### src/rtl/stx_pkg.sv
// stx_pkg: shared types and codes for the selection transform block.
// No dependencies.
`default_nettype none

package stx_pkg;

  typedef logic cmd_t;

  localparam cmd_t CMD_INSERT = 1'b0;
  localparam cmd_t CMD_DELETE = 1'b1;

endpackage

`default_nettype wire

### src/rtl/stx_insert.sv
// stx_insert: combinational caret/selection transform against one insert.
// Depends on stx_pkg.
`default_nettype none

module stx_insert
  import stx_pkg::*;
#(
  parameter int W = 32
) (
  input  wire logic [W-1:0] ip,
  input  wire logic [W-1:0] il,
  input  wire logic [W-1:0] pos,
  input  wire logic [W-1:0] len,
  input  wire logic         left,
  output logic      [W-1:0] new_pos,
  output logic      [W-1:0] new_len
);

  logic [W-1:0] bnd;
  logic         is_empty;
  logic         is_fwd;
  logic         move_both;
  logic         grow;
  logic         shrink;

  assign bnd      = pos + len;
  assign is_empty = (bnd == pos);
  assign is_fwd   = (bnd > pos);

  always_comb begin
    move_both = 1'b0;
    grow      = 1'b0;
    shrink    = 1'b0;
    if (is_empty) begin
      move_both = (ip < pos) || ((ip == pos) && !left);
    end else if (is_fwd) begin
      move_both = (ip <= pos);
      grow      = !move_both && (ip < bnd);
    end else begin
      move_both = (ip <= bnd);
      shrink    = !move_both && (ip < pos);
    end
  end

  // caret moves when both bounds move, or when a backward selection's caret end moves
  assign new_pos = (move_both || shrink) ? pos + il : pos;

  always_comb begin
    if (grow) begin
      new_len = len + il;
    end else if (shrink) begin
      new_len = len - il;
    end else begin
      new_len = len;
    end
  end

endmodule

`default_nettype wire

### src/rtl/stx_delete.sv
// stx_delete: combinational caret/selection transform against one delete.
// Depends on stx_pkg.
`default_nettype none

module stx_delete
  import stx_pkg::*;
#(
  parameter int W = 32
) (
  input  wire logic [W-1:0] dp,
  input  wire logic [W-1:0] dl,
  input  wire logic [W-1:0] pos,
  input  wire logic [W-1:0] len,
  output logic      [W-1:0] new_pos,
  output logic      [W-1:0] new_len
);

  logic [W-1:0] de;
  logic [W-1:0] se;

  assign de = dp + dl;
  assign se = pos + len;

  always_comb begin
    if (pos >= de) begin
      new_pos = pos - dl;
    end else if (pos > dp) begin
      new_pos = dp;
    end else begin
      new_pos = pos;
    end
  end

  always_comb begin
    new_len = len;
    if (len[W-1]) begin
      // backward selection: bound se sits below the caret
      if (de <= se) begin
        new_len = len;
      end else if (dp >= pos) begin
        new_len = len;
      end else if (dp <= se && de >= pos) begin
        new_len = '0;
      end else if (dp <= se && de > se) begin
        new_len = de - pos;
      end else if (dp > se && de > pos) begin
        new_len = dp - se;
      end else if (dp > se && de <= pos) begin
        new_len = len + dl;
      end
    end else begin
      if (de <= pos) begin
        new_len = len;
      end else if (dp >= se) begin
        new_len = len;
      end else if (dp <= pos && de >= se) begin
        new_len = '0;
      end else if (dp <= pos && de > pos) begin
        new_len = se - de;
      end else if (dp > pos && de > se) begin
        new_len = pos - dp;
      end else if (dp > pos && de <= se) begin
        new_len = len - dl;
      end
    end
  end

endmodule

`default_nettype wire

### src/rtl/selection_transform_under_edit.sv
// Caret and selection transform against one concurrent insert or delete.
// Depends on stx_pkg, stx_insert and stx_delete.
//
// Usage:
//   Input channel (in_valid/in_ready) carries the edit (command, position,
//   length), the caret position, the signed selection length and the
//   left-gravity bit. Result channel (out_valid/out_ready) carries the
//   adjusted caret and selection length, one result per input transfer,
//   in order.
//   The path is an input register, then the insert and delete
//   transforms side by side feeding the result register.
//   Throughput is one item per cycle while out_ready stays high; the
//   adders and comparators of the transform stage set the cycle time.
//   A synchronous active-low reset empties both stages; no other state.
//   When the receiver stalls, the result holds and one more item can sit in
//   the input register; in_ready drops only when both stages are full and
//   out_ready is low.
`default_nettype none

module selection_transform_under_edit
  import stx_pkg::*;
#(
  parameter int POSITION_WIDTH = 32
) (
  input  wire logic                             clk,
  input  wire logic                             rst_n,
  input  wire logic                             in_valid,
  output logic                                  in_ready,
  input  wire logic                             in_command,
  input  wire logic        [POSITION_WIDTH-1:0] in_edit_position,
  input  wire logic        [POSITION_WIDTH-1:0] in_edit_length,
  input  wire logic        [POSITION_WIDTH-1:0] in_caret_position,
  input  wire logic signed [POSITION_WIDTH-1:0] in_selection_length,
  input  wire logic                             in_keep_left,
  output logic                                  out_valid,
  input  wire logic                             out_ready,
  output logic             [POSITION_WIDTH-1:0] out_new_caret_position,
  output logic signed      [POSITION_WIDTH-1:0] out_new_selection_length
);

  localparam int W = POSITION_WIDTH;

  logic         s1_valid_r;
  logic         out_valid_r;
  logic         out_adv;
  logic         s1_adv;

  cmd_t         cmd_r;
  logic [W-1:0] ep_r;
  logic [W-1:0] el_r;
  logic [W-1:0] pos_r;
  logic [W-1:0] len_r;
  logic         left_r;

  logic [W-1:0] ins_pos;
  logic [W-1:0] ins_len;
  logic [W-1:0] del_pos;
  logic [W-1:0] del_len;
  logic [W-1:0] pos_nxt;
  logic [W-1:0] len_nxt;
  logic [W-1:0] res_pos_r;
  logic [W-1:0] res_len_r;

  assign out_adv  = !out_valid_r || out_ready;
  assign s1_adv   = s1_valid_r && out_adv;
  assign in_ready = !s1_valid_r || out_adv;

  always_ff @(posedge clk) begin
    if (!rst_n) begin
      s1_valid_r  <= 1'b0;
      out_valid_r <= 1'b0;
    end else begin
      if (in_ready) begin
        s1_valid_r <= in_valid;
      end
      if (out_adv) begin
        out_valid_r <= s1_valid_r;
      end
    end
  end

  always_ff @(posedge clk) begin
    if (in_valid && in_ready) begin
      cmd_r  <= in_command;
      ep_r   <= in_edit_position;
      el_r   <= in_edit_length;
      pos_r  <= in_caret_position;
      len_r  <= in_selection_length;
      left_r <= in_keep_left;
    end
  end

  stx_insert #(.W(W)) u_insert (
    .ip      (ep_r),
    .il      (el_r),
    .pos     (pos_r),
    .len     (len_r),
    .left    (left_r),
    .new_pos (ins_pos),
    .new_len (ins_len)
  );

  stx_delete #(.W(W)) u_delete (
    .dp      (ep_r),
    .dl      (el_r),
    .pos     (pos_r),
    .len     (len_r),
    .new_pos (del_pos),
    .new_len (del_len)
  );

  assign pos_nxt = (cmd_r == CMD_DELETE) ? del_pos : ins_pos;
  assign len_nxt = (cmd_r == CMD_DELETE) ? del_len : ins_len;

  always_ff @(posedge clk) begin
    if (s1_adv) begin
      res_pos_r <= pos_nxt;
      res_len_r <= len_nxt;
    end
  end

  assign out_valid                = out_valid_r;
  assign out_new_caret_position   = res_pos_r;
  assign out_new_selection_length = res_len_r;

  a_reset_empty: assert property (@(posedge clk)
    !rst_n |=> !s1_valid_r && !out_valid_r)
    else $error("pipeline not empty after reset");

  a_full_stall: assert property (@(posedge clk) disable iff (!rst_n)
    s1_valid_r && out_valid_r && !out_ready |-> !in_ready)
    else $error("input taken while both stages are full and stalled");

  a_capture: assert property (@(posedge clk) disable iff (!rst_n)
    in_valid && in_ready |=> s1_valid_r)
    else $error("accepted transfer lost in input stage");

  a_advance: assert property (@(posedge clk) disable iff (!rst_n)
    s1_adv |=> out_valid_r)
    else $error("advanced item did not reach result register");

endmodule

`default_nettype wire
### config.mk
export PLATFORM = sky130hd
export DESIGN_NAME = selection_transform_under_edit
export DESIGN_NICKNAME = d
export VERILOG_FILES = /design/src/rtl/stx_pkg.sv /design/src/rtl/stx_insert.sv /design/src/rtl/stx_delete.sv /design/src/rtl/selection_transform_under_edit.sv
export SDC_FILE = /design/constraint.sdc
export NUM_CORES = 1
export LEC_CHECK = 0
export BUFFER_PORTS_ARGS = -buffer_cell sky130_fd_sc_hd__buf_2
export CORE_ASPECT_RATIO = 0.75
export CORE_UTILIZATION = 50
export DETAILED_ROUTE_END_ITERATION = 10
export PLACE_DENSITY_LB_ADDON = 0.08
export REMOVE_ABC_BUFFERS = 1
export SLEW_MARGIN = 20
export SYNTH_ARGS = -nofsm -noshare
export SYNTH_HDL_FRONTEND = slang
export SYNTH_SLANG_ARGS = --single-unit
### constraint.sdc
create_clock -name clk -period 17.2 [get_ports clk]
set_input_delay 0 -clock clk [delete_from_list [all_inputs] [get_ports clk]]
set_output_delay 0 -clock clk [all_outputs]
set_load 0.1 [all_outputs]
== Word-level counts from Yosys, hierarchy flattened ==
Index checks and enable logic that the tools add are counted.

* Add/subtract/negate cells: 10
* $lt $le $gt $ge: 17
* Equality and inequality tests: 2
* Multiplexer cells: 26
* Reductions and logical operators: 22

{| class="wikitable"
|+ Operators by type and width
! kind !! number
|-
| 2-to-1 mux 32 bit || 20
|-
| > comparator 32 bit || 6
|-
| subtractor 32 bit || 6
|-
| >= comparator 32 bit || 5
|-
| adder 32 bit || 4
|-
| less-or-equal comparator 32 bit || 4
|-
| == test 32 bit || 2
|-
| < comparator 32 bit || 2
|-
| logical AND 1 bit || 13
|-
| 2-to-1 mux 1 bit || 6
|-
| logical NOT 1 bit || 5
|-
| logical OR 1 bit || 4
|}

* Register bits: 196
* Input port bits: 134
* Output and inout port bits: 66
* Word-level logic and storage cells: 87

== Depth between registers and ports, before layout ==
* Depth in word-level cells: 11
* Depth in mapped cells: 31
* Gate-level depth less buffers: 29

== By module ==
From an unflattened synthesis, not the netlist that was laid out.

* Cell total of the unflattened synthesis: 4211
* Area, all modules: 33639.8 um2

{| class="wikitable"
|+ Modules (own cells, without submodules)
! module !! times used !! cells each !! area each (um2) !! seq. area each (um2)
|-
| stx_delete || 1 || 2612 || 17529.3 || 0.0
|-
| stx_insert || 1 || 1325 || 9123.8 || 0.0
|-
| selection_transform_under_edit || 1 || 274 || 6986.7 || 5865.6
|}

== Worst setup path after synthesis ==
No wires, ideal clock.

* Path kind: reg-to-reg
* Start point: reg pos_r[1]
* End point: reg res_len_r[12], in the netlist out_new_selection_length[12] (data pin)
* Library setup time: 0.167 ns
* Data arrival time: 6.179 ns
* Data required time: 17.033 ns
* Slack: 10.853 ns
* Cell stages (with the launch flop): 30
* Path buffers: 3
* Period minus slack after synthesis: 6.347 ns
* Cells stage by stage: edfxtp_1 inv_1 fa_1 nand2b_1 a21oi_1 o211a_2 o31ai_2 a21oi_1 o21a_1 o21a_1 o21ai_0 nand2b_1 a31o_2 a41o_1 o41a_1 xor2_1 ha_1 clkbuf_1 nand2_1 nor4_1 nand2_1 nor2_1 a41oi_2 nand2_1 clkbuf_1 clkbuf_1 nand2_1 o211ai_1 o311ai_1 a211oi_1

* Longest elaborated chain between the ends: 11
* Elaborated cells between the ends (all ways): 53
* Those cells by class: add/sub (5); order compare (15); eq/ne (1); mux (20); reduce/logical (12)

{| class="wikitable"
|+ Ends and longest elaborated chain
! item !! line !! text
|-
| start, declared || selection_transform_under_edit.sv:51 || <nowiki>logic [W-1:0] pos_r;</nowiki>
|-
| start signal, assigned || selection_transform_under_edit.sv:87 || <nowiki>pos_r <= in_caret_position;</nowiki>
|-
| adder 32 bit || stx_insert.sv:26, stx_delete.sv:22 ||
|-
| less-or-equal comparator 32 bit / > comparator 32 bit (equally long branches) || -- ||
|-
| logical AND 1 bit (on tied branches) || stx_delete.sv:62, stx_delete.sv:48 ||
|-
| 2-to-1 mux 32 bit (on tied branches) || stx_delete.sv:62, stx_delete.sv:48 ||
|-
| 2-to-1 mux 32 bit (on tied branches) || stx_delete.sv:60, stx_delete.sv:46 ||
|-
| 2-to-1 mux 32 bit (on tied branches) || stx_delete.sv:58, stx_delete.sv:44 ||
|-
| 2-to-1 mux 32 bit (on tied branches) || stx_delete.sv:56, stx_delete.sv:42 ||
|-
| 2-to-1 mux 32 bit (on tied branches) || stx_delete.sv:54, stx_delete.sv:40 ||
|-
| 2-to-1 mux 32 bit (on tied branches) || stx_delete.sv:52, stx_delete.sv:38 ||
|-
| 2-to-1 mux 32 bit || stx_delete.sv:36 || <nowiki>if (len[W-1]) begin</nowiki>
|-
| 2-to-1 mux 32 bit * || selection_transform_under_edit.sv:113 || <nowiki>assign len_nxt = (cmd_r == CMD_DELETE) ? del_len : ins_len;</nowiki>
|-
| named net len_nxt[12] || selection_transform_under_edit.sv:60 || <nowiki>logic [W-1:0] len_nxt;</nowiki>
|-
| end signal, assigned || selection_transform_under_edit.sv:118 || <nowiki>res_len_r <= len_nxt;</nowiki>
|-
| end, declared || selection_transform_under_edit.sv:62 || <nowiki>logic [W-1:0] res_len_r;</nowiki>
|}

The timed path passes the listed nets; every way through them passes the cells marked *.
A chain may end at the register's enable or synchronous reset.

== Worst setup path after layout ==
* Start point: reg el_r[1]
* End point: reg res_len_r[8], in the netlist out_new_selection_length[8] (data pin)

* Longest elaborated chain between the ends: 11
* Elaborated cells between the ends (all ways): 35
* Those cells by class: add/sub (5); order compare (6); mux (16); reduce/logical (8)

{| class="wikitable"
|+ Ends and longest elaborated chain
! item !! line !! text
|-
| start, declared || selection_transform_under_edit.sv:50 || <nowiki>logic [W-1:0] el_r;</nowiki>
|-
| start signal, assigned || selection_transform_under_edit.sv:86 || <nowiki>el_r <= in_edit_length;</nowiki>
|-
| adder 32 bit || stx_delete.sv:21 || <nowiki>assign de = dp + dl;</nowiki>
|-
| less-or-equal comparator 32 bit (on tied branches) || -- ||
|-
| logical AND 1 bit (on tied branches) || stx_delete.sv:62, stx_delete.sv:48 ||
|-
| 2-to-1 mux 32 bit (on tied branches) || stx_delete.sv:62, stx_delete.sv:48 ||
|-
| 2-to-1 mux 32 bit (on tied branches) || stx_delete.sv:60, stx_delete.sv:46 ||
|-
| 2-to-1 mux 32 bit (on tied branches) || stx_delete.sv:58, stx_delete.sv:44 ||
|-
| 2-to-1 mux 32 bit (on tied branches) || stx_delete.sv:56, stx_delete.sv:42 ||
|-
| 2-to-1 mux 32 bit (on tied branches) || stx_delete.sv:54, stx_delete.sv:40 ||
|-
| 2-to-1 mux 32 bit (on tied branches) || stx_delete.sv:52, stx_delete.sv:38 ||
|-
| 2-to-1 mux 32 bit || stx_delete.sv:36 ||
|-
| 2-to-1 mux 32 bit * || selection_transform_under_edit.sv:113 ||
|-
| named net len_nxt[8] || selection_transform_under_edit.sv:60 ||
|}

Marked as above.

==> run metrics <==
status=completed; Rows=73; share of Yosys cell area claimed by the top area cell type=a little over a fifth; DRT antenna net count=0; Total Power=about 3200 uW; reg-to-reg setup timing slack=between 7 and 8 ns; CTS H-tree lvls=4; Post-synth ARST share=0%; setup violators final=0; post-synth top area cell=edfxtp_1; Num CTS Buffers=17; Slew Limit Fails=0; synthesis-stage register bit count=just under 200; Initial DRT Pass Iterations=7; Top FF cell, synth=edfxtp_1; # nets final=between 4k and 5k; final hold viol count=0; Clock Sink Count=a little under 200; GP Congestion=1.08; I/O Buffers=around 200; Die Area=roughly 56000 um2; slowest CP cell=nor2_4; Routed WL=123000 um; skew final=~0.022 ns; Clock Latency Late Sink=about 0.54 ns; Post-synth EDFFs=194; PwrDens=a little over 100 nW/um2; Vias=29.8k; Vias/cell=between 6 and 7; switching share of power=a little over half; P_sw=roughly 1700 uW; Slew @ Worst Pin=roughly 1.2 ns; CP top delay family=compound AO/OA/AOI/OAI gates; Area contributors post-synth=edfxtp_1 21%, ha_1 16%, a21oi_1 6.7%; DRC=0; Syn Inst Count=roughly 3.4k; Tot GR Track Use=43.1%; Startpoint Class=flop; clk buf depth=2; Critical Path Max Stage Delay=0.92 ns; critical path class=flop to flop; setup bufs post-CTS=0; count leader, synth=a21oi_1; non-filler instance count after layout=4410; CTS root buf=clkbuf_16; WL per Instance=roughly 28 um; IO Count=200; post-synth cell types=around 110; worst min-delay path category=input pin to flop; vias in the first global route=about 27k; largest net degree at the start of global routing=66; DP Cell Count=roughly 4.2k; FF-to-FF End=out_new_selection_length[8]$_DFFE_PP_; synthesis-to-layout area growth=13.2%; CP max FO=35; first-pass GRT wire length=about 180000 um; total grt overflow=0; Hold Path Sink=pos_r[21]$_DFFE_PP_; Max transition margin=~20%; average size of a mapped cell=about 8 um2; Critical Path RT=roughly 18 ns; fill count=a little under 5k; Hold Path Origin=out_ready; post-synthesis sequential area ratio=a little over a fifth; RSZ-0062 raised after global routing=no; Cell Int Power=about 1500 uW; Peak VDD IR=0.0889 mV; Sequential Power Share=between 10% and 20%; Max-cap violations=0; Initial Util=slightly above 50%; combinational power share=66.9%; Top cell by count, worst path=a21oi_1; CTS tree=done; worst-case reg-to-reg path depth=25; Final Core Density=between 50% and 60%; Die Wd=approximately 270 um; dpl hpwl=95300 um; Clock Power Share=13.6%; Leak=around 0.014 uW; post-synthesis cell area=27300 um2; worst hold path depth=4; setup TNS=0 ns; Synth top cells by count=368 x a21oi_1, 339 x ha_1, 266 x nor2_1, 257 x nand2_1, 254 x inv_1; initial antenna violation count=2; Yosys Warn Count=0; DRT iter0 DRCs=about 4.4k; share of cells above drive strength 1=a little under a tenth; Chip Height=between 200 and 250 um; Critical Path AT=about 9.6 ns; CTS clk-pin slew, worst paths=0.08 ns; Final min period=9.25 ns; CP Capture Type=flop; Critical R2R Launch=el_r[1]$_DFFE_PP_; core area=between 50000 and 60000 um2; fmax=~0.11 GHz; Crit path buffers/inverters=2; Period Utilization, post-route=53.8%
==> registers in the layout, indices dropped and copies added, names as in the netlist <==
register                  flops
el_r                         32
out_new_caret_position       32
left_r                        1
out_valid                     1
ep_r                         32
pos_r                        32
len_r                        32
s1_valid_r                    1
cmd_r                         1
out_new_selection_length     32
==> cell usage in the layout (no fill, tap or decap), types with 11 or more instances in the layout <==
master,n
o31ai_1,23
or2_2,11
o211ai_1,94
xnor2_1,207
and3_1,31
a31oi_1,37
nor3_1,79
a21oi_1,368
a21o_1,130
nor2_1,265
nand4_1,38
nor2b_1,53
dlygate4sd3_1,134
buf_4,39
nand2_1,253
a221oi_1,32
nand3_1,61
and4_1,11
xor2_1,73
buf_2,199
a211o_1,19
a211oi_1,57
inv_1,254
ha_1,339
and2_1,12
a31o_2,16
o21bai_1,43
o21ai_0,218
edfxtp_1,194
mux2i_1,47
clkbuf_16,17
nor4_1,12
nand2b_1,47
or3_1,25
o21a_1,29
==> worst max path at each step <==
| stage | start | endpoint | slack [ns] | cells after the start |
|---|---|---|---|---|
| after floorplan | el_r[1]$_DFFE_PP_ | out_new_selection_length[26]$_DFFE_PP_ | 8.19 | 25 |
| after global placement | el_r[1]$_DFFE_PP_ | out_new_selection_length[8]$_DFFE_PP_ | 8.45 | 25 |
| after detailed placement | el_r[1]$_DFFE_PP_ | out_new_selection_length[17]$_DFFE_PP_ | 8.18 | 26 |
| after CTS | el_r[1]$_DFFE_PP_ | out_new_selection_length[8]$_DFFE_PP_ | 8.15 | 25 |
| after global routing | el_r[1]$_DFFE_PP_ | out_new_selection_length[26]$_DFFE_PP_ | 7.54 | 28 |
| final | el_r[1]$_DFFE_PP_ | out_new_selection_length[8]$_DFFE_PP_ | 7.95 | 25 |
==> final cells by class <==
class                      instances  area (um2)  area share [%]
multi-input combinational       2838       20000            64.6
sequential                       196        5870            19.0
timing repair buffer             373        2660            8.59
inverter                         258         968            3.13
tap                              712         891            2.88
clock buffer                      18         429            1.39
clock inverter                    14         148           0.477
antenna                            1        2.50         0.00809
==> cell families after synthesis <==
family | Yosys count | share of synthesized area [%]
AOI/OAI and AO/OA | 1203 | 28.7
xor gates and xnor gates | 281 | 9.05
adders and majority gates | 356 | 16.5
buffers and inverters | 404 | 5.66
DFF | 196 | 21.5
muxes | 49 | 1.80
and+or+nand+nor | 949 | 16.8
==> power groups by stage <==
stage                     combinational [uW]  sequential [uW]  clock [uW]
after detailed placement                2000              632           0
final                                   2140              625         434
after global routing                    2240              626         450
after CTS                               2030              622         438
after global placement                  1980              632           0
after floorplan                         1250              731           0
==> worst reg2reg max path, stage by stage (launching register included) <==
cell and delay (ns):
edfxtp_1 0.53, inv_1 0.30, fa_1 0.29, nand2b_1 0.15
a21oi_1 0.14, o21ai_1 0.69, o21a_1 0.28, o21ai_0 0.11
a21oi_1 0.33, o21bai_1 0.11, a21oi_1 0.23, o21bai_1 0.12
a21oi_1 0.53, o21ai_0 0.39, a2111oi_0 0.64, or3_1 0.20
ha_1 0.23, nand3_1 0.12, nor3_1 0.35, and4_1 0.29
a31oi_1 0.29, nor2_4 0.92, nand4_1 0.83, buf_4 0.48
a211o_1 0.26, a221oi_1 0.26
==> metrics by stage <==
stage                     hold WS [ns]  cell area [um2]  setup WS, ns
final                            0.125            30900          7.95
after floorplan                 0.0989            26800          8.19
after global placement           0.176            29000          8.45
after detailed placement         0.178            29000          8.18
after global routing             0.162            30900          7.54
after CTS                        0.109            30900          8.15
==> what timing repair did <==
item | CTS | global route
resized for setup | 0 | 0
hold endpoints to repair | 141 | 0
hold buffers | 134 | 0
endpoints found under the setup margin | 0 | 0
==> layer usage <==
layer	up-vias	share of wire [%]	track usage (%)
li1	13186	-	-
met1	14075	42	62.0
met2	2218	38	58.5
met3	288	15	15.0
met4	2	3.7	15.4
met5	-	0.011	0
No activity file was read; power rests on OpenSTA's default activity.
